<file path="config.mk">
export PLATFORM = sky130hd
export DESIGN_NAME = bfa_out_fifo
export DESIGN_NICKNAME = d
export VERILOG_FILES = /design/src/sv/bfa_pkg.sv /design/src/sv/bfa_out_fifo.sv
export SDC_FILE = /design/constraint.sdc
export NUM_CORES = 1
export LEC_CHECK = 0
export ABC_AREA = 1
export BUFFER_PORTS_ARGS = -buffer_cell sky130_fd_sc_hd__buf_2
export CAP_MARGIN = 10
export CORE_MARGIN = 2
export CORE_UTILIZATION = 60
export CTS_CLUSTER_DIAMETER = 200
export DETAILED_ROUTE_END_ITERATION = 8
export HOLD_SLACK_MARGIN = 0.1
export PLACE_DENSITY = 0.86
export SLEW_MARGIN = 20
export SYNTH_ARGS = -nofsm -noshare
export SYNTH_HDL_FRONTEND = slang
export SYNTH_SLANG_ARGS = --single-unit
export TNS_END_PERCENT = 10
</file>
<file path="constraint.sdc">
create_clock -name clock -period 2.3 [get_ports clock]
set_input_delay 0.115 -clock clock [delete_from_list [all_inputs] [get_ports clock]]
set_output_delay 0.115 -clock clock [all_outputs]
set_load 0.02 [all_outputs]
</file>
<file path="src/sv/bfa_pkg.sv">
// Shared types and constants of the box filter core.
package bfa_pkg;

   localparam int CH_W   = 8;
   localparam int NUM_CH = 3;
   localparam int FW_W   = 11;
   localparam int FH_W   = 12;

   // element 0 is red, 1 green, 2 blue (red in the lowest bits)
   typedef logic [NUM_CH-1:0][CH_W-1:0] rgb_type;

   typedef enum logic {
      ACT_PIXEL = 1'b0,
      ACT_FLUSH = 1'b1
   } action_type;

   typedef enum logic {
      REG_FRAME_WIDTH  = 1'b0,
      REG_FRAME_HEIGHT = 1'b1
   } reg_index_type;

   localparam logic [FW_W-1:0] FRAME_WIDTH_RESET  = 11'd640;
   localparam logic [FH_W-1:0] FRAME_HEIGHT_RESET = 12'd480;

   localparam int FIFO_DEPTH = 8;
   localparam int FIFO_AW    = 3;
   localparam int FIFO_CW    = 4;
   localparam int INFLIGHT_W = 3;

   typedef struct packed {
      logic emit;
      logic take;
      logic interior;
      logic last;
   } beat_ctrl_type;

   typedef struct packed {
      rgb_type pixel;
      logic    last;
   } result_type;

endpackage

</file>
<file path="src/sv/bfa_out_fifo.sv">
// Result queue between the mean pipeline and the rsp channel.
module bfa_out_fifo (
   input  logic                            clock,
   input  logic                            reset,
   input  logic                            push,
   input  bfa_pkg::result_type             push_data,
   input  logic                            pop,
   output logic                            out_valid,
   output bfa_pkg::result_type             out_data,
   output logic [bfa_pkg::FIFO_CW-1:0]     level
);

   bfa_pkg::result_type             entries_ff [bfa_pkg::FIFO_DEPTH];
   logic [bfa_pkg::FIFO_AW-1:0]     wr_ptr_ff, wr_ptr_in;
   logic [bfa_pkg::FIFO_AW-1:0]     rd_ptr_ff, rd_ptr_in;
   logic [bfa_pkg::FIFO_CW-1:0]     count_ff, count_in;
   logic                            do_pop;

   assign do_pop = pop && (count_ff != '0);

   always_comb begin
      wr_ptr_in = push   ? wr_ptr_ff + 1'b1 : wr_ptr_ff;
      rd_ptr_in = do_pop ? rd_ptr_ff + 1'b1 : rd_ptr_ff;
      count_in  = count_ff;
      if (push && !do_pop) begin
         count_in = count_ff + 1'b1;
      end else if (!push && do_pop) begin
         count_in = count_ff - 1'b1;
      end
   end

   always_ff @(posedge clock) begin
      if (reset) begin
         wr_ptr_ff <= '0;
         rd_ptr_ff <= '0;
         count_ff  <= '0;
      end else begin
         wr_ptr_ff <= wr_ptr_in;
         rd_ptr_ff <= rd_ptr_in;
         count_ff  <= count_in;
      end
   end

   always_ff @(posedge clock) begin
      if (push) begin
         entries_ff[wr_ptr_ff] <= push_data;
      end
   end

   assign out_valid = (count_ff != '0);
   assign out_data  = entries_ff[rd_ptr_ff];
   assign level     = count_ff;

endmodule

</file>
==> impl_results.md, run 1 <==
* Post-synth EDFFs at 200
* Max capacitance violation total at 0
* Worst skew pair latency at just under 500 ps
* Delay-heaviest family, CP: simple AND/OR/NAND/NOR gates
* Die area at approximately 15000 um2
* Initial antenna violation count at 0
* Hold path depth at 2
* Slowest CP cell: dfxtp_2
* Global Route Usage Sum at around 25%
* Synth Area in Compound Gates at under 10%
* Net count after synthesis at 788
* Post-synthesis mux area share at 0%
* Worst reg2reg path depth at 11
* Synth Area in Simple Gates at 16.2%
* Worst-path clk slew at around 60 ps
* Die H at between 100 and 150 um
* Ranking of synthesized cells by area: edfxtp_1 (70%), nor2_1 (9.4%), nand2_1 (6.3%)
* Slew HR at 58.5%
* Clock sinks at around 210
* CP Launch Type: register
* Setup CP Type: register to output pin
* Most used cell, CP: nand2_1
* Deepest clock path buffer count at 3
* Largest fanout on the critical path at 24
* Core area at about 14000 um2
* Largest net degree at the start of global routing at between 70 and 80
* Mapped Area at between 8000 and 9000 um2
* Final Hold Fails at 0
* Most instantiated cells after synthesis: nor2_1 (216), edfxtp_1 (200), nand2_1 (144)
* N_diodes at 0
* Initial Util at about three fifths
* Critical path depth at 8
* Area growth syn-to-layout at 16.7%
* Final setup margin at roughly 130 ps
* Total of flip-flops plus latches after synthesis at roughly 210
* Cell Pwr Density at 1010 nW/um2
* Required time of the critical path at 2180 ps
* Leakage at 3.81 nW
* Share of cells above drive strength 1 at approximately 14%
* Gate Count Post-Synth at roughly 750
* Synth Area in Adders at less than 1%
* Via Count at about 5800
* Most numerous cell in the Yosys netlist: nor2_1
* CTS tree: yes
* Peak supply drop at 0.758 mV
* Fmax at between 400 and 500 MHz
* Area leader, netlist: edfxtp_1
* H-tree levels at 1
* Mean Syn Cell Area at roughly 11 um2
* Fillers at between 800 and 900
* CTS Buf Count at 20
* Vias in the first global route at ~5800
* DRC at 0
* IO Port Bufs at 58
* CP peak stage delay at roughly 390 ps
* Count of endpoints failing setup in the final report at 0
* Overflow after GRT at 0
* Worst-Margin Slew at slightly above 600 ps
* Routed Antenna Nets at 0
* Top FF cell, synth: edfxtp_1
* WL per Instance at about 18 um
* Minimum clock period at around 2200 ps
* WL final at 18200 um
* I/O pins at a little under 60
* Count of cell types in the netlist at 21
* Asr flop ratio synth at 0%
* Initial DRC count at approximately 630
* Critical path arrival at between 2000 and 2500 ps
* RSZ-0062 raised after global routing: no
* Status: complete, no violations
* Ys Warns at 0
* Worst Setup End Kind: output pin
* DRT Pass-1 Iters at 6
* Final worst path period share at a little over nine tenths
* Post-Synth XOR/XNOR Area at 0.203%
* Row cnt at 43
* Worst Hold Class: input pin to register
* Via/cell ratio at roughly 5.6
* CP cell instances: buf_4 -> nor2_1 -> nor2_1 -> o21ai_0 -> nand2_1 -> nand2_1 -> nand2_1 -> buf_2
* Top cell type's share of synthesized area at 69.6%
* Post-CTS setup buffers at 0
* DP Worst Slack at approximately 220 ps
* Die W at about 120 um
* DP HPWL at roughly 9900 um
* Slew Viols, Final at 0
* First-pass GRT wire length at about 29000 um
* Main combinational cell family by area after synthesis: simple AND/OR/NAND/NOR gates
* Fin nets at just under 900
* Buffers & Inverters on Critical Path at 2
* Gpl congestion at ~0.75
* Setup Skew at between 15 and 20 ps
* Clk root buf: clkbuf_16
* Seq/Total Area, Yosys at 72.6%
* Setup TNS at 0 ps
-- placed cells by master (no fill, tap or decap) --
cell type	n
clkinv_1	4
fa_1	1
nand2_1	144
nor2_2	8
clkinv_8	1
nand3_1	6
dlygate4sd3_1	29
buf_2	58
clkbuf_16	20
buf_12	6
clkbuf_1	5
inv_1	11
clkinv_2	2
bufinv_16	2
xor2_1	2
ha_1	5
dfxtp_1	11
clkinvlp_4	1
nor2_1	208
inv_2	2
a21oi_1	8
or2_2	2
buf_4	14
o21ai_0	70
edfxtp_1	200
inv_4	1
o21ai_1	35
dfxtp_2	2
-- metrics by stage --
stage	hold WS, ps	power [mW]	cell area (um2)	utilization, %	std cells
finish	434	10.1	10100	71.9	1038
floorplan	184	6.32	8630	-	753
global route	445	10.6	10100	71.9	1038
CTS	420	10.1	10100	71.9	1038
detailed placement	378	6.98	9140	65.3	974
global placement	374	6.88	9140	65.3	974
-- state kept, by name, summed over array words and instances, names as in the netlist, named ones only --
register / cells
entries_ff: 200
wr_ptr_ff: 3
rd_ptr_ff: 3
level: 4
-- layout make-up --
type | count | area (um2) | area share, %
flip-flops and latches | 213 | 6270 | 62.3
multi-input cells | 489 | 2080 | 20.7
repair buffers | 107 | 806 | 8.01
clock buffers | 25 | 519 | 5.16
well taps | 180 | 225 | 2.24
clock inverters | 10 | 109 | 1.08
inverters | 14 | 55.1 | 0.547
-- layer usage --
metal	share of wire, %	GRT usage [%]	wire (um)	vias to the layer above
li1	-	-	-	2746
met1	39	32.8	7140	2782
met2	50	41.9	9160	270
met3	8.7	4.03	1580	36
met4	2.0	8.29	357	0
met5	0	0	0	-
-- worst register-to-register path: stages (launching register included) --
cell,delay (ps)
dfxtp_1,410
inv_1,90
nand3_1,210
nand2_1,140
ha_1,220
inv_1,130
ha_1,270
or2_2,290
nand3_1,90
nand3_1,70
nand2_1,60
inv_1,30
-- path summary, 6_finish.rpt --
| check | startpoint | end | slack, ps |
|---|---|---|---|
| worst max register to register | level[0]$_SDFFE_PP0P_ | level[3]$_SDFFE_PP0P_ | 200 |
| worst min register to register | rd_ptr_ff[1]$_SDFFE_PP0P_ | register | 490 |
| worst max-delay path | register | out_data[22] | 130 |
| worst min-delay path | push_data[2] | entries_ff[7][2]$_DFFE_PP_ | 430 |
-- kinds of logic (layout without fill, tap and decap cells) --
logic type / Yosys count / after routing
flip-flops: 213 / 213
adder cells (fa/ha/maj): 6 / 6
AND/OR/NAND/NOR: 368 / 368
AO/OA/AOI/OAI: 113 / 113
buffers and inverters: 51 / 156
XOR/XNOR: 2 / 2
-- power breakdown --
| part | internal [mW] | switching, mW | leakage [nW] |
|---|---|---|---|
| Sequential | 4.38 | 0.0803 | 1.92 |
| Combinational | 0.812 | 1.72 | 1.58 |
| Clock | 1.83 | 1.30 | 0.302 |
-- what timing repair did --
action	4_1_cts	5_1_grt
setup endpoints to repair	0	1
gates resized for setup	0	2
endpoints found under the hold margin	213	0
hold buffers	29	0
No activity file was read; power rests on OpenSTA's default activity.
==> run 2, diff against run 1 <==
--- a/config.mk
+++ b/config.mk
@@ -8,2 +8,3 @@
 export ABC_AREA = 1
+export ABC_CLOCK_PERIOD_IN_PS = 2300
 export BUFFER_PORTS_ARGS = -buffer_cell sky130_fd_sc_hd__buf_2
@@ -15,3 +16,3 @@
 export HOLD_SLACK_MARGIN = 0.1
-export PLACE_DENSITY = 0.86
+export PLACE_DENSITY = 0.79
 export SLEW_MARGIN = 20
==> constraint.sdc (replaced) <==
create_clock -name clock -period 2.3 [get_ports clock]
set_input_delay 0.46 -clock clock [delete_from_list [all_inputs] [get_ports clock]]
set_output_delay 0.46 -clock clock [all_outputs]
set_load 0.02 [all_outputs]
==> impl_results.md, run 2 (synthesis gave the netlist of run 1 again) <==
* Status: finished, violations left
* Failing checks: setup timing
* WL final at just under 20000 um
* CTS tree: yes
* Peak supply drop at roughly 0.68 mV
* DP Worst Slack at 211 ps
* Initial DRC count at 599
* Die H at 124 um
* Worst Setup End Kind: output pin
* Slew HR at ~56%
* DP HPWL at roughly 11000 um
* Die W at 124 um
* DRT Pass-1 Iters at 5
* Count of endpoints failing setup in the final report at 2
* Required time of the critical path at around 1800 ps
* First-pass GRT wire length at between 20000 and 30000 um
* CTS Buf Count at 22
* Minimum clock period at 2350 ps
* Max capacitance violation total at 0
* Initial antenna violation count at 0
* Share of cells above drive strength 1 at 15.2%
* Largest fanout on the critical path at 36
* Most frequent cells in the layout: nor2_1 (208), edfxtp_1 (200), nand2_1 (143)
* Clock sinks at 213
* Overflow after GRT at 0
* RSZ-0062 raised after global routing: yes
* Largest net degree at the start of global routing at 65
* Deepest clock path buffer count at 3
* WL per Instance at around 19 um
* Leakage at 3.77 nW
* Gpl congestion at about 0.86
* Row cnt at 43
* Placed Area at 9120 um2
* Critical R2R Launch: level[0]$_SDFFE_PP0P_
* Inst Count DP at 976
* Worst skew pair latency at 490 ps
* Final setup margin at -45.1 ps
* Setup CP Type: register to output pin
* Worst-Margin Slew at between 600 and 700 ps
* Worst R2R Setup Slack at 180 ps
* Fillers at about 900
* Cell Pwr Density at between 1000 and 1500 nW/um2
* Via Count at 5769
* Pwr Total at about 10 mW
* CP Capture Point: out_data[4]
* Die area at about 15000 um2
* Post-CTS setup buffers at 0
* Most common cell after layout, fill and taps aside: nor2_1
* Final Hold Fails at 0
* Slew Viols, Final at 0
* Setup Skew at approximately 6.0 ps
* CP Launch Type: register
* Fin nets at around 860
* H-tree levels at 1
* Area growth syn-to-layout at 15.3%
* Worst Hold Class: input pin to register
* Worst reg2reg path depth at 11
* Clk root buf: clkbuf_16
* Fmax at 426 MHz
* Design Area, Final at 9940 um2
* Final worst path period share at 102%
* Layout Utilization at 71.1%
* DRC at 0
* Worst-path clk slew at roughly 60 ps
* Routed Antenna Nets at 0
* FF-to-FF End: level[3]$_SDFFE_PP0P_
* IO Port Bufs at 58
* Non-Filler Instances at about 1000
* Critical path arrival at ~1900 ps
* Global Route Usage Sum at around a quarter
* Vias in the first global route at slightly below 6000
* I/O pins at 59
* Core area at approximately 14000 um2
* Initial Util at about three fifths
* Hold buffer count at cts at 0
* N_diodes at 0
* Max FFs per register at 200
* Top reg by flops: entries_ff
* Via/cell ratio at around 5.7
run 2: changes by cell type in the layout (fill, tap and decap cells not counted), moves of 4 or more:
cell and delta:
clkbuf_16 +5, o21ai_0 -25, buf_4 +7, o21ai_1 +22
dlygate4sd3_1 -29, buf_2 -10, clkbuf_1 +4
run 2: worst min-delay path by stage:
stage,from,to,depth (start not counted)
floorplan,rd_ptr_ff[1]$_SDFFE_PP0P_,register,2
global placement,wr_ptr_ff[0]$_SDFFE_PP0P_,wr_ptr_ff[0]$_SDFFE_PP0P_,2
detailed placement,wr_ptr_ff[0]$_SDFFE_PP0P_,wr_ptr_ff[0]$_SDFFE_PP0P_,2
CTS,reset,wr_ptr_ff[0]$_SDFFE_PP0P_,2
global route,reset,wr_ptr_ff[0]$_SDFFE_PP0P_,2
finish,reset,wr_ptr_ff[0]$_SDFFE_PP0P_,2
run 2: through the flow:
step	hold slack, ps	TNS [ps]
after floorplan	450	-161
after global placement	481	0
after detailed placement	498	0
after CTS	210	-394
after global routing	238	-904
final	223	-52.5
run 2: routing by layer:
metal | GRT usage [%] | share of wire (%)
met2 | 42.9 | 50
met1 | 33.1 | 40
met5 | 0 | 0
met3 | 3.85 | 7.6
met4 | 8.85 | 3.1
run 2: report_power, final:
part | internal, mW | total [mW] | switching, mW
Clock | 1.94 | 3.27 | 1.34
Combinational | 0.941 | 2.72 | 1.78
Sequential | 4.38 | 4.48 | 0.0963
run 2: repair_timing:
| action | CTS | global route |
|---|---|---|
| gates cloned | 0 | 2 |
| setup endpoints to repair | 22 | 25 |
| resized for setup | 8 | 50 |
run 2: critical path, cell delays in order, from the launching register on:
cell and delay (ps):
dfxtp_4 430, inv_2 120, buf_12 180, o21ai_1 180, nand2_1 100, nand2_1 100
nand2_1 90, buf_2 170
run 2: cell type report:
cell class | instances | area (um2) | area share [%]
well taps | 180 | 225 | 2.26
clock buffers | 32 | 609 | 6.13
clock inverters | 6 | 51.3 | 0.516
multi-input cells | 489 | 2090 | 21.0
inverters | 14 | 52.6 | 0.528
repair buffers | 82 | 642 | 6.45
flip-flops and latches | 213 | 6270 | 63.1
==> run 3, diff against run 2 <==
ABC_AREA = default   (was 1)
REMOVE_ABC_BUFFERS = 1   (was default)
==> impl_results.md, run 3 <==
* Fmax at 381 MHz
* Core area at between 10000 and 15000 um2
* Post-synth EDFFs at 200
* Worst Setup End Kind: output pin
* Worst Hold Class: input pin to register
* DRC at 0
* Max capacitance violation total at 0
* IO Port Bufs at 58
* Layout Utilization at 72.2%
* Count of cell types in the netlist at 23
* Top FF cell, synth: edfxtp_1
* Seq/Total Area, Yosys at roughly 75%
* Area growth syn-to-layout at 19.2%
* WL per Instance at ~27 um
* Routed Antenna Nets at 0
* Delay-heaviest family, CP: multiplexers
* Hold buffer count at cts at 0
* Setup Skew at slightly above 5 ps
* Total of flip-flops plus latches after synthesis at 213
* Setup CP Type: register to output pin
* Slew Viols, Final at 0
* Count of endpoints failing setup in the final report at 26
* Cell Pwr Density at between 1000 and 1500 nW/um2
* Die W at ~120 um
* Failing checks: setup timing
* Worst skew pair latency at a little under 500 ps
* Via Count at 4024
* Slowest CP cell: mux4_2
* Largest net degree at the start of global routing at 29
* Mapped Area at roughly 8300 um2
* Worst R2R Setup Slack at -40 ps
* Hold path depth at 1
* CTS Buf Count at 22
* Deepest clock path buffer count at 3
* Most common cell after layout, fill and taps aside: edfxtp_1
* Top cell type's share of synthesized area at 72.2%
* H-tree levels at 1
* Initial Util at about three fifths
* Mean Syn Cell Area at around 23 um2
* Max FFs per register at 200
* Global Route Usage Sum at around 24%
* WHS at about 240 ps
* CTS tree: yes
* WL final at 17500 um
* Leakage at 3.38 nW
* Most instantiated cells after synthesis: edfxtp_1 (200), mux4_1 (50), mux2_2 (26)
* Status: finished, violations left
* CP Launch Type: register
* Initial antenna violation count at 2
* Final setup margin at -328 ps
* CP cell instances: buf_12 -> buf_16 -> mux4_2 -> mux2_4 -> buf_6
* Area leader, netlist: edfxtp_1
* Required time of the critical path at between 1500 and 2000 ps
* Die area at around 15000 um2
* Worst-Margin Slew at approximately 370 ps
* I/O pins at 59
* RSZ-0062 raised after global routing: yes
* Most frequent cells in the layout: edfxtp_1 (200), buf_2 (43), mux4_2 (37)
* Final worst path period share at 114%
* Gate Count Post-Synth at between 300 and 400
* Row cnt at 43
* Ys Warns at 0
* First-pass GRT wire length at between 20000 and 30000 um
* Minimum clock period at ~2600 ps
* Die H at approximately 120 um
* Buffers & Inverters on Critical Path at 3
* Ranking of synthesized cells by area: edfxtp_1 (72%), mux4_1 (16%), mux2_2 (3.5%)
* Share of cells above drive strength 1 at 42.9%
* Design Area, Final at 9910 um2
* Slew HR at 75.6%
* Critical path arrival at ~2200 ps
* Pwr Total at ~11 mW
* CP peak stage delay at around 530 ps
* Peak supply drop at ~0.77 mV
* Placed Area at approximately 9000 um2
* Most numerous cell in the Yosys netlist: edfxtp_1
* Worst reg2reg path depth at 9
* Via/cell ratio at 6.13
* Overflow after GRT at 0
* DRT Pass-1 Iters at 5
* DP HPWL at between 8000 and 9000 um
* Initial DRC count at between 400 and 500
* Largest fanout on the critical path at 7
* Clock sinks at ~210
* Fin nets at 495
* Asr flop ratio synth at 0%
* Final Hold Fails at 0
* Vias in the first global route at 4231
* Worst-path clk slew at around 60 ps
* Clk root buf: clkbuf_16
* Gpl congestion at between 0.7 and 0.8
* Critical path depth at 5
* Top reg by flops: entries_ff
==> run 3: cell count changes after synthesis, moves of 5 or more <==
cell     previous run  this run
a21oi_1             8         3
buf_2              13         0
buf_4               6         0
inv_1              11         1
mux2_2              0        26
mux4_1              0        50
nand2_1           144         5
nor2_1            216        18
o21ai_0            70         0
o21ai_1            35         0
==> run 3: stage by stage <==
step | instances | TNS (ps) | setup WS [ps]
5_1_grt | 655 | -8020 | -382
4_1_cts | 656 | -7730 | -349
2_1_floorplan | 342 | -40480 | -753
3_3_place_gp | 611 | -8.78 | -8.78
6_report | 656 | -6570 | -328
3_5_place_dp | 611 | -74.1 | -74.1
==> run 3: where the power goes <==
part / internal, mW / leakage (nW) / switching [mW]
Clock: 2.38 / 0.382 / 1.40
Sequential: 4.40 / 1.92 / 0.103
Combinational: 1.55 / 1.07 / 1.31
Total: 8.33 / 3.38 / 2.82
==> run 3: logic make-up (layout without fill, tap and decap cells) <==
family | after synthesis | count (layout) | synth area share, %
AO/OA/AOI/OAI | 5 | 5 | 0.346
buffers and inverters | 18 | 134 | 1.35
flip-flops | 213 | 213 | 75.3
other | 0 | 1 | 0
adder cells (fa/ha/maj) | 6 | 6 | 0.993
AND/OR/NAND/NOR | 33 | 33 | 1.78
XOR/XNOR | 6 | 6 | 0.632
multiplexers | 78 | 78 | 19.6
==> run 3: layout make-up <==
type | instances | area (um2)
Sequential cell | 213 | 6270
Fill cell | 796 | 3810
Multi-Input combinational cell | 128 | 1870
Timing Repair Buffer | 94 | 762
Clock buffer | 26 | 587
Tap cell | 180 | 225
Clock inverter | 13 | 186
Inverter | 1 | 3.75
Antenna cell | 1 | 2.50
==> run 3: timing repair <==
| item | 4_1_cts | 5_1_grt |
|---|---|---|
| gates cloned | 3 | 0 |
| buffers inserted | 3 | 0 |
| setup endpoints to repair | 26 | 27 |
| pin swaps | 0 | 1 |
| gates resized for setup | 51 | 32 |
==> run 3: path summary, 6_finish.rpt <==
kind | startpoint | endpoint
setup / recovery | register | out_data[4]
hold reg to reg | rd_ptr_ff[1]$_SDFFE_PP0P_ | register
hold / removal | push_data[9] | entries_ff[1][9]$_DFFE_PP_
setup reg to reg | level[1]$_SDFFE_PP0P_ | level[3]$_SDFFE_PP0P_
==> run 3: per-layer routing <==
metal / up-vias / wire length (um) / GRT usage, %
met5: - / 13 / 0
met4: 2 / 280 / 6.90
met3: 28 / 1170 / 5.01
met2: 191 / 9000 / 41.4
met1: 2105 / 6990 / 32.3
li1: 1698 / - / -
