$ cat config.mk
export PLATFORM = sky130hd
export DESIGN_NAME = bfa_mean
export DESIGN_NICKNAME = d
export VERILOG_FILES = /design/src/sv/bfa_pkg.sv /design/src/sv/bfa_mean.sv
export SDC_FILE = /design/constraint.sdc
export NUM_CORES = 1
export LEC_CHECK = 0
export BUFFER_PORTS_ARGS = -buffer_cell sky130_fd_sc_hd__buf_2
export CORE_AREA = 3 3 190 331
export CTS_CLUSTER_SIZE = 10
export DETAILED_ROUTE_END_ITERATION = 12
export DIE_AREA = 0 0 193 334
export PLACE_DENSITY = 0.54
export REMOVE_ABC_BUFFERS = 1
export SYNTH_ARGS = -nofsm -noshare
export SYNTH_HDL_FRONTEND = slang
export SYNTH_SLANG_ARGS = --single-unit
export TNS_END_PERCENT = 30
$ cat constraint.sdc
create_clock -name clock -period 14.4 [get_ports clock]
set_clock_uncertainty 0.2 [all_clocks]
set_input_delay 1.44 -clock clock [delete_from_list [all_inputs] [get_ports clock]]
set_output_delay 1.44 -clock clock [all_outputs]
set_load 0.03 [all_outputs]
$ cat src/sv/bfa_pkg.sv
// Shared types and constants of the box filter core.
package bfa_pkg;

   localparam int CH_W   = 8;
   localparam int NUM_CH = 3;
   localparam int FW_W   = 11;
   localparam int FH_W   = 12;

   // element 0 is red, 1 green, 2 blue (red in the lowest bits)
   typedef logic [NUM_CH-1:0][CH_W-1:0] rgb_type;

   typedef enum logic {
      ACT_PIXEL = 1'b0,
      ACT_FLUSH = 1'b1
   } action_type;

   typedef enum logic {
      REG_FRAME_WIDTH  = 1'b0,
      REG_FRAME_HEIGHT = 1'b1
   } reg_index_type;

   localparam logic [FW_W-1:0] FRAME_WIDTH_RESET  = 11'd640;
   localparam logic [FH_W-1:0] FRAME_HEIGHT_RESET = 12'd480;

   localparam int FIFO_DEPTH = 8;
   localparam int FIFO_AW    = 3;
   localparam int FIFO_CW    = 4;
   localparam int INFLIGHT_W = 3;

   typedef struct packed {
      logic emit;
      logic take;
      logic interior;
      logic last;
   } beat_ctrl_type;

   typedef struct packed {
      rgb_type pixel;
      logic    last;
   } result_type;

endpackage

$ cat src/sv/bfa_mean.sv
// Window mean pipeline: column sums, window sum, reciprocal multiply, pass-through select.
module bfa_mean #(
   parameter int RADIUS = 1
) (
   input  logic                                    clock,
   input  logic                                    reset,
   input  bfa_pkg::beat_ctrl_type                  s0_ctrl,
   input  bfa_pkg::rgb_type                        s0_pixel,
   input  logic [$clog2(2*RADIUS+1)-1:0]           s0_lane,
   input  bfa_pkg::rgb_type [2*RADIUS:0]           col_word,
   input  bfa_pkg::rgb_type                        centre_pixel,
   output logic                                    out_valid,
   output bfa_pkg::result_type                     out_result,
   output logic [bfa_pkg::INFLIGHT_W-1:0]          inflight
);

   localparam int RL          = 2*RADIUS + 1;
   localparam int LANE_W      = $clog2(RL);
   localparam int WIN_AREA    = RL * RL;
   localparam int COL_SUM_W   = $clog2(RL * 255 + 1);
   localparam int SUM_W       = $clog2(WIN_AREA * 255 + 1);
   localparam int RECIP_SHIFT = 2*SUM_W - 7;
   localparam int RECIP       = ((1 << RECIP_SHIFT) + WIN_AREA - 1) / WIN_AREA;
   localparam int PROD_W      = RECIP_SHIFT + bfa_pkg::CH_W;

   bfa_pkg::beat_ctrl_type s1_ctrl_ff, s2_ctrl_ff, s3_ctrl_ff, s4_ctrl_ff;
   bfa_pkg::rgb_type       s1_pixel_ff;
   logic [LANE_W-1:0]      s1_lane_ff;
   bfa_pkg::rgb_type       s2_pass_ff, s3_pass_ff, s4_pass_ff;

   logic [COL_SUM_W-1:0]   colsum_new [bfa_pkg::NUM_CH];
   logic [COL_SUM_W-1:0]   colsum_ff  [RL][bfa_pkg::NUM_CH];
   logic [COL_SUM_W-1:0]   colsum_in  [RL][bfa_pkg::NUM_CH];
   logic [SUM_W-1:0]       s3_sum_in  [bfa_pkg::NUM_CH];
   logic [SUM_W-1:0]       s3_sum_ff  [bfa_pkg::NUM_CH];
   logic [PROD_W-1:0]      s4_prod_in [bfa_pkg::NUM_CH];
   logic [PROD_W-1:0]      s4_prod_ff [bfa_pkg::NUM_CH];

   // column of the new pixel: the other ring lanes hold the 2R lines above it
   always_comb begin
      for (int ch = 0; ch < bfa_pkg::NUM_CH; ch++) begin
         colsum_new[ch] = COL_SUM_W'(s1_pixel_ff[ch]);
         for (int k = 0; k < RL; k++) begin
            if (LANE_W'(k) != s1_lane_ff) begin
               colsum_new[ch] = colsum_new[ch] + COL_SUM_W'(col_word[k][ch]);
            end
         end
      end
   end

   always_comb begin
      for (int k = 0; k < RL; k++) begin
         for (int ch = 0; ch < bfa_pkg::NUM_CH; ch++) begin
            if (!s1_ctrl_ff.take) begin
               colsum_in[k][ch] = colsum_ff[k][ch];
            end else if (k == 0) begin
               colsum_in[k][ch] = colsum_new[ch];
            end else begin
               colsum_in[k][ch] = colsum_ff[k-1][ch];
            end
         end
      end
   end

   always_comb begin
      for (int ch = 0; ch < bfa_pkg::NUM_CH; ch++) begin
         s3_sum_in[ch] = '0;
         for (int k = 0; k < RL; k++) begin
            s3_sum_in[ch] = s3_sum_in[ch] + SUM_W'(colsum_ff[k][ch]);
         end
         s4_prod_in[ch] = PROD_W'(s3_sum_ff[ch]) * PROD_W'(RECIP);
      end
   end

   always_ff @(posedge clock) begin
      if (reset) begin
         s1_ctrl_ff <= '0;
         s2_ctrl_ff <= '0;
         s3_ctrl_ff <= '0;
         s4_ctrl_ff <= '0;
      end else begin
         s1_ctrl_ff <= s0_ctrl;
         s2_ctrl_ff <= s1_ctrl_ff;
         s3_ctrl_ff <= s2_ctrl_ff;
         s4_ctrl_ff <= s3_ctrl_ff;
      end
   end

   always_ff @(posedge clock) begin
      s1_pixel_ff <= s0_pixel;
      s1_lane_ff  <= s0_lane;
      s2_pass_ff  <= centre_pixel;
      s3_pass_ff  <= s2_pass_ff;
      s4_pass_ff  <= s3_pass_ff;
      colsum_ff   <= colsum_in;
      s3_sum_ff   <= s3_sum_in;
      s4_prod_ff  <= s4_prod_in;
   end

   always_comb begin
      out_valid       = s4_ctrl_ff.emit;
      out_result.last = s4_ctrl_ff.last;
      for (int ch = 0; ch < bfa_pkg::NUM_CH; ch++) begin
         if (s4_ctrl_ff.interior) begin
            out_result.pixel[ch] = s4_prod_ff[ch][RECIP_SHIFT +: bfa_pkg::CH_W];
         end else begin
            out_result.pixel[ch] = s4_pass_ff[ch];
         end
      end
   end

   assign inflight = bfa_pkg::INFLIGHT_W'(s1_ctrl_ff.emit) + bfa_pkg::INFLIGHT_W'(s2_ctrl_ff.emit)
                   + bfa_pkg::INFLIGHT_W'(s3_ctrl_ff.emit) + bfa_pkg::INFLIGHT_W'(s4_ctrl_ff.emit);

endmodule

==> impl_metrics.py, run 1 <==
metrics = {
    "place": {
        "gp_congestion": 0.867,
        "post_dp_cell_area_sq_um": 19900,
        "pre_cts_ws_ns": 8.48,
        "io_buffer_count": 156,
        "dp_hpwl_microns": 30600,
    },
    "floorplan": {
        "fp.dieW_microns": 193,
        "core_area_sq_um": 60500,
        "start_util_pct": 29.9,
        "io_pins": 157,
        "die_h_microns": 334,
        "num_rows": 119,
        "die-area_sq_um": 64500,
    },
    "cells_and_area": {
        "nNetsFinal": 2446,
        "fin_area_sq_um": 20800,
        "utilization_pct": 34.4,
        "synthToLayoutAreaGrowth_pct": 14.8,
        "drive_above_1_share_pct": 13.5,
        "antennaDiodeCount": 0,
    },
    "cts": {
        "cts_root_buf": "clkbuf_16",
        "clk_pin_slew_ns": 0.06,
        "cts_resized": 0,
        "cts_buffers": 31,
        "clockBufferDepth": 3,
        "cts_setup_buffers": 0,
        "insertion_delay_ns": 0.58,
        "clock-sinks": 261,
        "cts_htree_levels": 1,
        "cts_tree": "done",
        "ctsHoldBuffers": 0,
    },
    "sta": {
        "fin_setup_tns_ns": 0,
        "worst_slack_ns": 9.10,
        "setup_viol": 0,
        "drv_slew": 0,
        "slew_headroom_pct": 38.9,
        "fmax_mhz": 189,
        "hold_viol_final": 0,
        "finalCriticalPeriod_ns": 5.30,
        "rsz0062_at_grt": "no",
        "worstMarginPinSlew_ns": 0.916,
        "post-route-period-util_pct": 36.8,
    },
    "worst_setup_path": {
        "timing.reg2reg.setup_slack_ns": 9.38,
        "worstPathMaxFanout": 4,
        "worstPathCellList": "buf_2 -> ha_1 -> fa_1 -> a21oi_1 -> o21ai_2 -> o31ai_2 -> a21boi_0 -> nand2_1 -> nand2_1 -> ha_1 -> o21ai_0 -> a21oi_1 -> or2_2 -> o21ai_0 -> ha_1 -> inv_1 -> a21oi_1 -> o41ai_1 -> inv_2 -> and4_1 -> a311o_1",
        "worstSetupEndpointType": "flip-flop",
        "reg2reg_to": "s4_prod_ff[48]",
        "critPathMaxStageDelay_ns": 0.41,
        "crit_arrival_ns": 5.42,
        "reg2reg_depth": 18,
        "worstPathRequired_ns": 14.52,
        "startpoint_type": "input port",
        "critPathTopFamily": "compound AO/OA/AOI/OAI gates",
        "critPathBufInv": 3,
        "r2r_start": "s3_sum_ff[13]",
        "critPathKind": "in -> reg",
        "critPathSlowestCell": "fa_1",
    },
    "synth": {
        "synth.avg_cell_area_sq_um": 10.6,
        "synthCells": 1710,
        "synthDominantCellAreaShare_pct": 20.5,
        "ys_top_cells_by_area": "ha_1, dfxtp_1, edfxtp_1",
        "yosysSeqAreaShare_pct": 33.9,
        "async_flop_share_pct": 0,
        "netlist_area_sq_um": 18100,
        "post_synth_num_cell_types": 72,
        "ys_seq_elements": 261,
        "synth_edf_count": 90,
        "synth_flop_cell": "dfxtp_1",
        "yosys_warnings": 0,
        "yosysTopAreaCell": "ha_1",
    },
    "hold_path": {
        "hold_path_class": "reg -> reg",
        "min_from": "s3_pass_ff[22]",
        "min_to": "s4_pass_ff[22]",
        "min_path_cells": 0,
    },
    "detailed_routing": {
        "viasPerCell": 4.45,
        "first_iter_violations": 292,
        "wirelength_microns": 36700,
        "ant_nets": 0,
        "drtPass1Iterations": 4,
        "vias": 12000,
        "route.detailed.drc": 0,
        "routedWlPerCell_microns": 13.6,
    },
    "grt": {
        "antenna_found_initial": 0,
        "grt_pass1_wl_microns": 61400,
        "grt_max_degree": 71,
        "grt_pass1_vias": 13000,
        "overflow": 0,
        "track_usage_pct": 11.6,
    },
    "status": {
        "outcome": "finished, final reports clean",
    },
    "run": {
        "max-cap-violations": 0,
    },
}
==> per-layer routing <==
| metal | global-route usage [%] | share of wire (%) | vias up |
|---|---|---|---|
| met2 | 21.4 | 51 | 222 |
| met3 | 1.57 | 4.1 | 72 |
| met5 | 0 | 0 | - |
| li1 | - | - | 6161 |
| met4 | 4.51 | 3.5 | 0 |
| met1 | 13.2 | 41 | 5530 |
==> worst reg2reg max path: stages (launching register included) <==
cell and delay [ns]:
dfxtp_1 0.34, inv_1 0.09, fa_1 0.53, inv_1 0.04
ha_1 0.29, inv_1 0.07, fa_1 0.53, inv_1 0.05
fa_1 0.53, inv_1 0.05, fa_1 0.53, inv_1 0.04
ha_1 0.29, and3_1 0.19, nor3_1 0.07, a311oi_1 0.56
o21ai_0 0.19, nand2_1 0.11, xor2_1 0.21
==> per-stage QoR <==
stage / std cells / hold slack [ns]
floorplan: 1691 / 0.110
global placement: 2642 / 0.113
detailed placement: 2642 / 0.112
CTS: 2693 / 0.123
global route: 2693 / 0.126
finish: 2693 / 0.122
==> state kept, by name (all words and copies together) (netlist names) <==
signal	count
s4_prod_ff	24
s4_ctrl_ff	1
s3_sum_ff	36
out_result	1
s2_pass_ff	24
colsum_ff	90
s3_pass_ff	24
s1_ctrl_ff	4
s3_ctrl_ff	3
s4_pass_ff	24
s1_lane_ff	2
s2_ctrl_ff	3
s1_pixel_ff	24
out_valid	1
==> cells by family (layout without fill, tap and decap cells) <==
logic type,Yosys count,count (layout),share of synthesized area (%)
AO/OA/AOI/OAI,281,281,10.3
multiplexers,35,35,2.12
AND/OR/NAND/NOR,336,336,8.46
buffers and inverters,281,478,5.86
flip-flops,261,261,33.9
XOR/XNOR,87,87,4.21
adder cells (fa/ha/maj),429,429,35.2
==> placed cells by master (no fill, tap or decap), types with 5 or more instances in the layout <==
master     synthesis  routed
nand4_1           11      11
and3_1             8       8
nand2_1          133     133
inv_1            259     259
a211oi_1           8       8
o21ai_1           16      16
nand3_1           10      10
a21o_1            20      20
xnor2_1           52      52
xor2_1            35      35
buf_2              1     156
dfxtp_1          171     170
o211ai_1           9       9
mux2_2            27      27
clkbuf_1          17      13
mux2i_1            8       8
a2111oi_0          6       6
a21boi_0           7       7
a21oi_1           69      69
nand2b_1          10      10
o21ai_0           64      64
nor3_1            26      26
edfxtp_1          90      90
and2_1             5       5
o31ai_1            5       5
nor2b_1           25      25
o21a_1            22      22
o21bai_1           8       8
nor2_1            87      86
ha_1             296     296
fa_1             133     133
buf_4              1       9
a31oi_1            5       5
clkbuf_16          0      31
==> cell usage after synthesis (8+ instances only) <==
cell type,count
ha_1,296
inv_1,259
dfxtp_1,171
fa_1,133
nand2_1,133
edfxtp_1,90
nor2_1,87
a21oi_1,69
o21ai_0,64
xnor2_1,52
xor2_1,35
mux2_2,27
nor3_1,26
nor2b_1,25
o21a_1,22
a21o_1,20
clkbuf_1,17
o21ai_1,16
nand4_1,11
nand2b_1,10
nand3_1,10
o211ai_1,9
a211oi_1,8
and3_1,8
mux2i_1,8
o21bai_1,8
==> worst max path at each step <==
stage / startpoint / endpoint / slack [ns] / depth (start not counted)
global route: col_word[8] / colsum_ff[79] / 8.84 / 20
finish: col_word[8] / colsum_ff[79] / 9.10 / 21
global placement: col_word[9] / colsum_ff[79] / 8.69 / 19
floorplan: col_word[8] / colsum_ff[79] / 9.09 / 19
CTS: col_word[8] / colsum_ff[79] / 9.14 / 21
detailed placement: col_word[8] / colsum_ff[79] / 8.48 / 21
==> layout make-up <==
type                    count  area (sq um)
repair buffers            165           848
clock buffers              48           880
clock inverters             3          43.8
fillers                  6175         39700
multi-input cells        1168         10900
flip-flops and latches    261          6130
inverters                 262           983
well taps                 786           983
Power of run 1 is not shown: default switching activity piles up to over one toggle a cycle in this logic, so the estimate is an artifact.
==> run 2, diff against run 1 <==
Clock period 14.4 ns to 5.2 ns, I/O delays scaled along.
==> impl_metrics.py, run 2 (synthesis results as in run 1) <==
metrics = {
    "status": {
        "outcome": "finished, final reports clean",
    },
    "sta": {
        "post-route-period-util_pct": 94.2,
        "fin_setup_tns_ns": 0,
        "worstMarginPinSlew_ns": 0.708,
        "finalCriticalPeriod_ns": 4.90,
        "hold_viol_final": 0,
        "drv_slew": 0,
        "fmax_mhz": 204,
        "setup_viol": 0,
        "slew_headroom_pct": 52.8,
        "rsz0062_at_grt": "no",
    },
    "grt": {
        "grt_max_degree": 48,
        "antenna_found_initial": 0,
        "grtUsageMet1_pct": 13.6,
        "grt_busiest_layer": "met2",
        "track_usage_pct": 11.9,
        "grt_use_met3_pct": 1.52,
        "overflow": 0,
        "grtUsageMet2_pct": 22.1,
        "grt_pass1_vias": 13500,
        "grt_pass1_wl_microns": 62900,
    },
    "cts": {
        "clockBufferDepth": 3,
        "cts_root_buf": "clkbuf_16",
        "cts_buffers": 31,
        "cts_tree": "done",
        "cts_htree_levels": 1,
        "cts_setup_buffers": 0,
        "clk_pin_slew_ns": 0.06,
        "insertion_delay_ns": 0.58,
        "clock-sinks": 261,
    },
    "worst_setup_path": {
        "critPathBufInv": 4,
        "worstSetupEndpointType": "flip-flop",
        "worstPathMaxFanout": 5,
        "worst-path-stages": 17,
        "reg2reg_to": "s4_prod_ff[23]",
        "timing.reg2reg.setup_slack_ns": 0.30,
        "worstPathCellList": "fa_1 -> ha_1 -> inv_1 -> fa_1 -> inv_1 -> fa_1 -> inv_1 -> fa_1 -> inv_1 -> ha_1 -> and3_1 -> and3_1 -> o211ai_1 -> a31o_2 -> o211ai_1 -> a21oi_1 -> xnor2_1",
        "crit_arrival_ns": 5.16,
        "critPathKind": "reg -> reg",
        "critPathMaxStageDelay_ns": 0.53,
        "critPathSlowestCell": "fa_1",
        "reg2reg_depth": 17,
        "critPathTopFamily": "adder cells",
        "r2r_start": "s3_sum_ff[9]",
        "startpoint_type": "flip-flop",
        "worstPathRequired_ns": 5.46,
    },
    "place": {
        "io_buffer_count": 156,
        "post_dp_cell_area_sq_um": 19900,
        "dp_hpwl_microns": 30900,
        "gp_congestion": 0.871,
    },
    "cells_and_area": {
        "top_regs": "colsum_ff x90, s3_sum_ff x36",
        "antennaDiodeCount": 0,
        "largest-register": "colsum_ff",
        "synthToLayoutAreaGrowth_pct": 18.0,
        "final_common_cell": "ha_1",
        "largest_reg_flops": 90,
        "nNetsFinal": 2506,
        "fin_area_sq_um": 21400,
        "layout_common_cells": "ha_1, inv_1, dfxtp_1, buf_2",
        "n_fill_cell": 6126,
        "drive_above_1_share_pct": 13.4,
    },
    "floorplan": {
        "die_h_microns": 334,
        "num_rows": 119,
        "start_util_pct": 29.9,
        "fp.dieW_microns": 193,
        "core_area_sq_um": 60500,
        "die-area_sq_um": 64500,
        "io_pins": 157,
    },
    "hold_path": {
        "hold_path_class": "reg -> reg",
        "min_to": "s3_pass_ff[22]",
        "min_from": "s2_pass_ff[22]",
        "min_path_cells": 0,
    },
    "detailed_routing": {
        "route.detailed.drc": 0,
        "first_iter_violations": 350,
        "vias": 12200,
        "viasPerCell": 4.43,
        "drtPass1Iterations": 5,
        "wirelength_microns": 37700,
        "ant_nets": 0,
        "routedWlPerCell_microns": 13.7,
    },
    "run": {
        "max-cap-violations": 0,
    },
}
-- run 2: worst register-to-register path: stages, from the launching register on --
cell and delay, ns:
dfxtp_1 0.51, fa_1 0.49, ha_1 0.32, inv_1 0.07
fa_1 0.53, inv_1 0.05, fa_1 0.48, inv_1 0.05
fa_1 0.48, inv_1 0.04, ha_1 0.26, and3_1 0.18
and3_1 0.18, o211ai_1 0.14, a31o_2 0.27, o211ai_1 0.27
a21oi_1 0.13, xnor2_1 0.14
-- run 2: per-layer routing --
metal	part of all wire (%)	vias up	wire length (microns)
li1	-	6263	-
met1	42	5637	15800
met2	51	213	19000
met3	3.8	78	1430
met4	3.6	0	1370
met5	0	-	0
-- run 2: per-stage QoR --
stage                     utilization (%)  setup slack (ns)  hold WS [ns]  instances
after floorplan                         -             0.617         0.110       1691
after global placement               32.9             0.344         0.112       2646
after detailed placement             32.9             0.283         0.112       2646
after CTS                            35.3             0.275         0.120       2753
after global routing                 35.3            0.0404         0.124       2753
final                                35.3             0.299         0.120       2753
-- run 2: repair_timing --
| action | 4_1_cts | 5_1_grt |
|---|---|---|
| endpoints found under the hold margin | 57 | 0 |
| endpoints found under the setup margin | 0 | 2 |
| hold buffers | 56 | 0 |
| gates resized for setup | 0 | 1 |
-- run 2: how the worst max path moves through the flow --
| stage | from | endpoint | slack, ns |
|---|---|---|---|
| 2_1_floorplan | s3_sum_ff[13] | s4_prod_ff[46] | 0.62 |
| 3_3_place_gp | s3_sum_ff[9] | s4_prod_ff[23] | 0.34 |
| 3_5_place_dp | s3_sum_ff[9] | s4_prod_ff[23] | 0.28 |
| 4_1_cts | s3_sum_ff[9] | s4_prod_ff[23] | 0.27 |
| 5_1_grt | s3_sum_ff[25] | s4_prod_ff[74] | 0.04 |
| 6_report | s3_sum_ff[9] | s4_prod_ff[23] | 0.30 |
-- run 2: layout make-up --
type | count | area, sq um | area share (%)
Sequential cell | 261 | 6130 | 28.7
Inverter | 262 | 983 | 4.61
Multi-Input combinational cell | 1168 | 10900 | 51.1
Tap cell | 786 | 983 | 4.61
Timing Repair Buffer | 225 | 1450 | 6.80
Clock inverter | 5 | 28.8 | 0.135
Clock buffer | 46 | 862 | 4.04
Power of run 2 is left out for the same reason.
==> run 3, diff against run 2 <==
Settings changed: CORE_AREA 3 3 190 331 to 3 3 161 281, DIE_AREA 0 0 193 334 to 0 0 164 284, PLACE_DENSITY 0.54 to 0.67.
==> impl_metrics.py, run 3 (synthesis results as in run 1) <==
metrics = {
    "worst_setup_path": {
        "crit_arrival_ns": 5.13,
        "worstPathRequired_ns": 5.44,
        "r2r_start": "s3_sum_ff[25]",
        "critPathMaxStageDelay_ns": 0.53,
        "reg2reg_to": "s4_prod_ff[74]",
        "crit_top_cell": "inv_1",
        "worstPathCellList": "inv_1 -> fa_1 -> inv_1 -> ha_1 -> inv_1 -> fa_1 -> inv_1 -> fa_1 -> inv_1 -> fa_1 -> inv_1 -> ha_1 -> a2111o_1 -> nand3_1 -> nand4_1 -> nand4_1 -> nand2_1 -> a311o_1",
        "reg2reg_depth": 18,
        "critPathTopFamily": "adder cells",
        "worstSetupEndpointType": "flip-flop",
        "critPathBufInv": 6,
        "critPathSlowestCell": "fa_1",
        "critPathKind": "reg -> reg",
        "startpoint_type": "flip-flop",
        "worst-path-stages": 18,
        "timing.reg2reg.setup_slack_ns": 0.31,
        "worstPathMaxFanout": 3,
    },
    "floorplan": {
        "die_h_microns": 284,
        "start_util_pct": 41.7,
        "core_area_sq_um": 43300,
        "die-area_sq_um": 46600,
        "num_rows": 101,
        "io_pins": 157,
        "fp.dieW_microns": 164,
    },
    "detailed_routing": {
        "viasPerCell": 4.91,
        "first_iter_violations": 312,
        "routedWlPerCell_microns": 14.2,
        "drtPass1Iterations": 5,
        "route.detailed.drc": 0,
        "ant_nets": 0,
        "vias": 12400,
        "wirelength_microns": 36000,
    },
    "sta": {
        "finalCriticalPeriod_ns": 4.89,
        "rsz0062_at_grt": "no",
        "fmax_mhz": 205,
        "whs_ns": 0.0331,
        "post-route-period-util_pct": 94.0,
        "setup_viol": 0,
        "drv_slew": 0,
        "slew_headroom_pct": 46.2,
        "hold_viol_final": 0,
        "worstMarginPinSlew_ns": 0.806,
        "fin_setup_tns_ns": 0,
    },
    "cells_and_area": {
        "utilization_pct": 48.5,
        "nNetsFinal": 2503,
        "top_regs": "colsum_ff x90, s3_sum_ff x36",
        "drive_above_1_share_pct": 13.5,
        "layout_common_cells": "ha_1, inv_1, dfxtp_1, buf_2",
        "largest_reg_flops": 90,
        "final_common_cell": "ha_1",
        "n_fill_cell": 3961,
        "antennaDiodeCount": 0,
        "fin_area_sq_um": 21000,
        "synthToLayoutAreaGrowth_pct": 16.3,
        "largest-register": "colsum_ff",
    },
    "grt": {
        "grt_max_degree": 67,
        "grt_pass1_wl_microns": 61300,
        "track_usage_pct": 15.8,
        "grt_pass1_vias": 13600,
        "antenna_found_initial": 0,
        "overflow": 0,
    },
    "cts": {
        "cts_buffers": 31,
        "clockBufferDepth": 3,
        "cts_setup_buffers": 0,
        "insertion_delay_ns": 0.56,
        "cts_htree_levels": 1,
        "clk_pin_slew_ns": 0.06,
        "clock-sinks": 261,
        "cts_tree": "done",
        "cts_root_buf": "clkbuf_16",
    },
    "status": {
        "outcome": "finished, final reports clean",
    },
    "hold_path": {
        "min_from": "s0_ctrl[2]",
        "hold_path_class": "in -> reg",
        "min_to": "s1_ctrl_ff[2]",
        "min_path_cells": 2,
    },
    "place": {
        "gp_congestion": 0.869,
        "io_buffer_count": 156,
        "post_dp_cell_area_sq_um": 19600,
        "dp_hpwl_microns": 29800,
    },
    "run": {
        "max-cap-violations": 0,
    },
}
## run 3: cell count changes in the layout (fill, tap and decap cells not counted), sizes merged
| cell | previous run | this run |
|---|---|---|
| clkinvlp | 0 | 1 |
| dlygate4sd3 | 56 | 53 |
| clkinv | 5 | 3 |
## run 3: cell type report
type                    count  area [sq um]  area share, %
clock inverters             4          26.3          0.125
inverters                 262           983           4.67
clock buffers              46           872           4.14
well taps                 566           708           3.37
repair buffers            222          1410           6.69
flip-flops and latches    261          6130           29.1
multi-input cells        1168         10900           51.9
## run 3: per-stage QoR
step,setup slack [ns],instances
4_1_cts,0.250,2529
5_1_grt,0.00294,2529
3_5_place_dp,0.256,2426
2_1_floorplan,0.617,1691
3_3_place_gp,0.409,2426
6_report,0.314,2529
## run 3: metal layers
metal | GRT usage [%] | share of wire (%) | up-vias
met5 | 0 | 0 | -
met4 | 7.24 | 4.5 | 0
met3 | 2.03 | 3.5 | 93
met2 | 30.6 | 54 | 237
met1 | 16.6 | 38 | 5813
li1 | - | - | 6263
## run 3: repair_timing
| action | 4_1_cts | 5_1_grt |
|---|---|---|
| endpoints found under the setup margin | 0 | 3 |
| gates resized for setup | 0 | 3 |
| hold buffers | 53 | 0 |
| endpoints found under the hold margin | 53 | 0 |
## run 3: worst max-delay path by stage
stage	to	from	slack, ns
after floorplan	s4_prod_ff[46]	s3_sum_ff[13]	0.62
after global placement	s4_prod_ff[46]	s3_sum_ff[13]	0.41
after detailed placement	s4_prod_ff[74]	s3_sum_ff[25]	0.26
after CTS	s4_prod_ff[74]	s3_sum_ff[25]	0.25
after global routing	s4_prod_ff[74]	s3_sum_ff[25]	0.003
final	s4_prod_ff[74]	s3_sum_ff[25]	0.31
Power of run 3 is left out for the same reason.
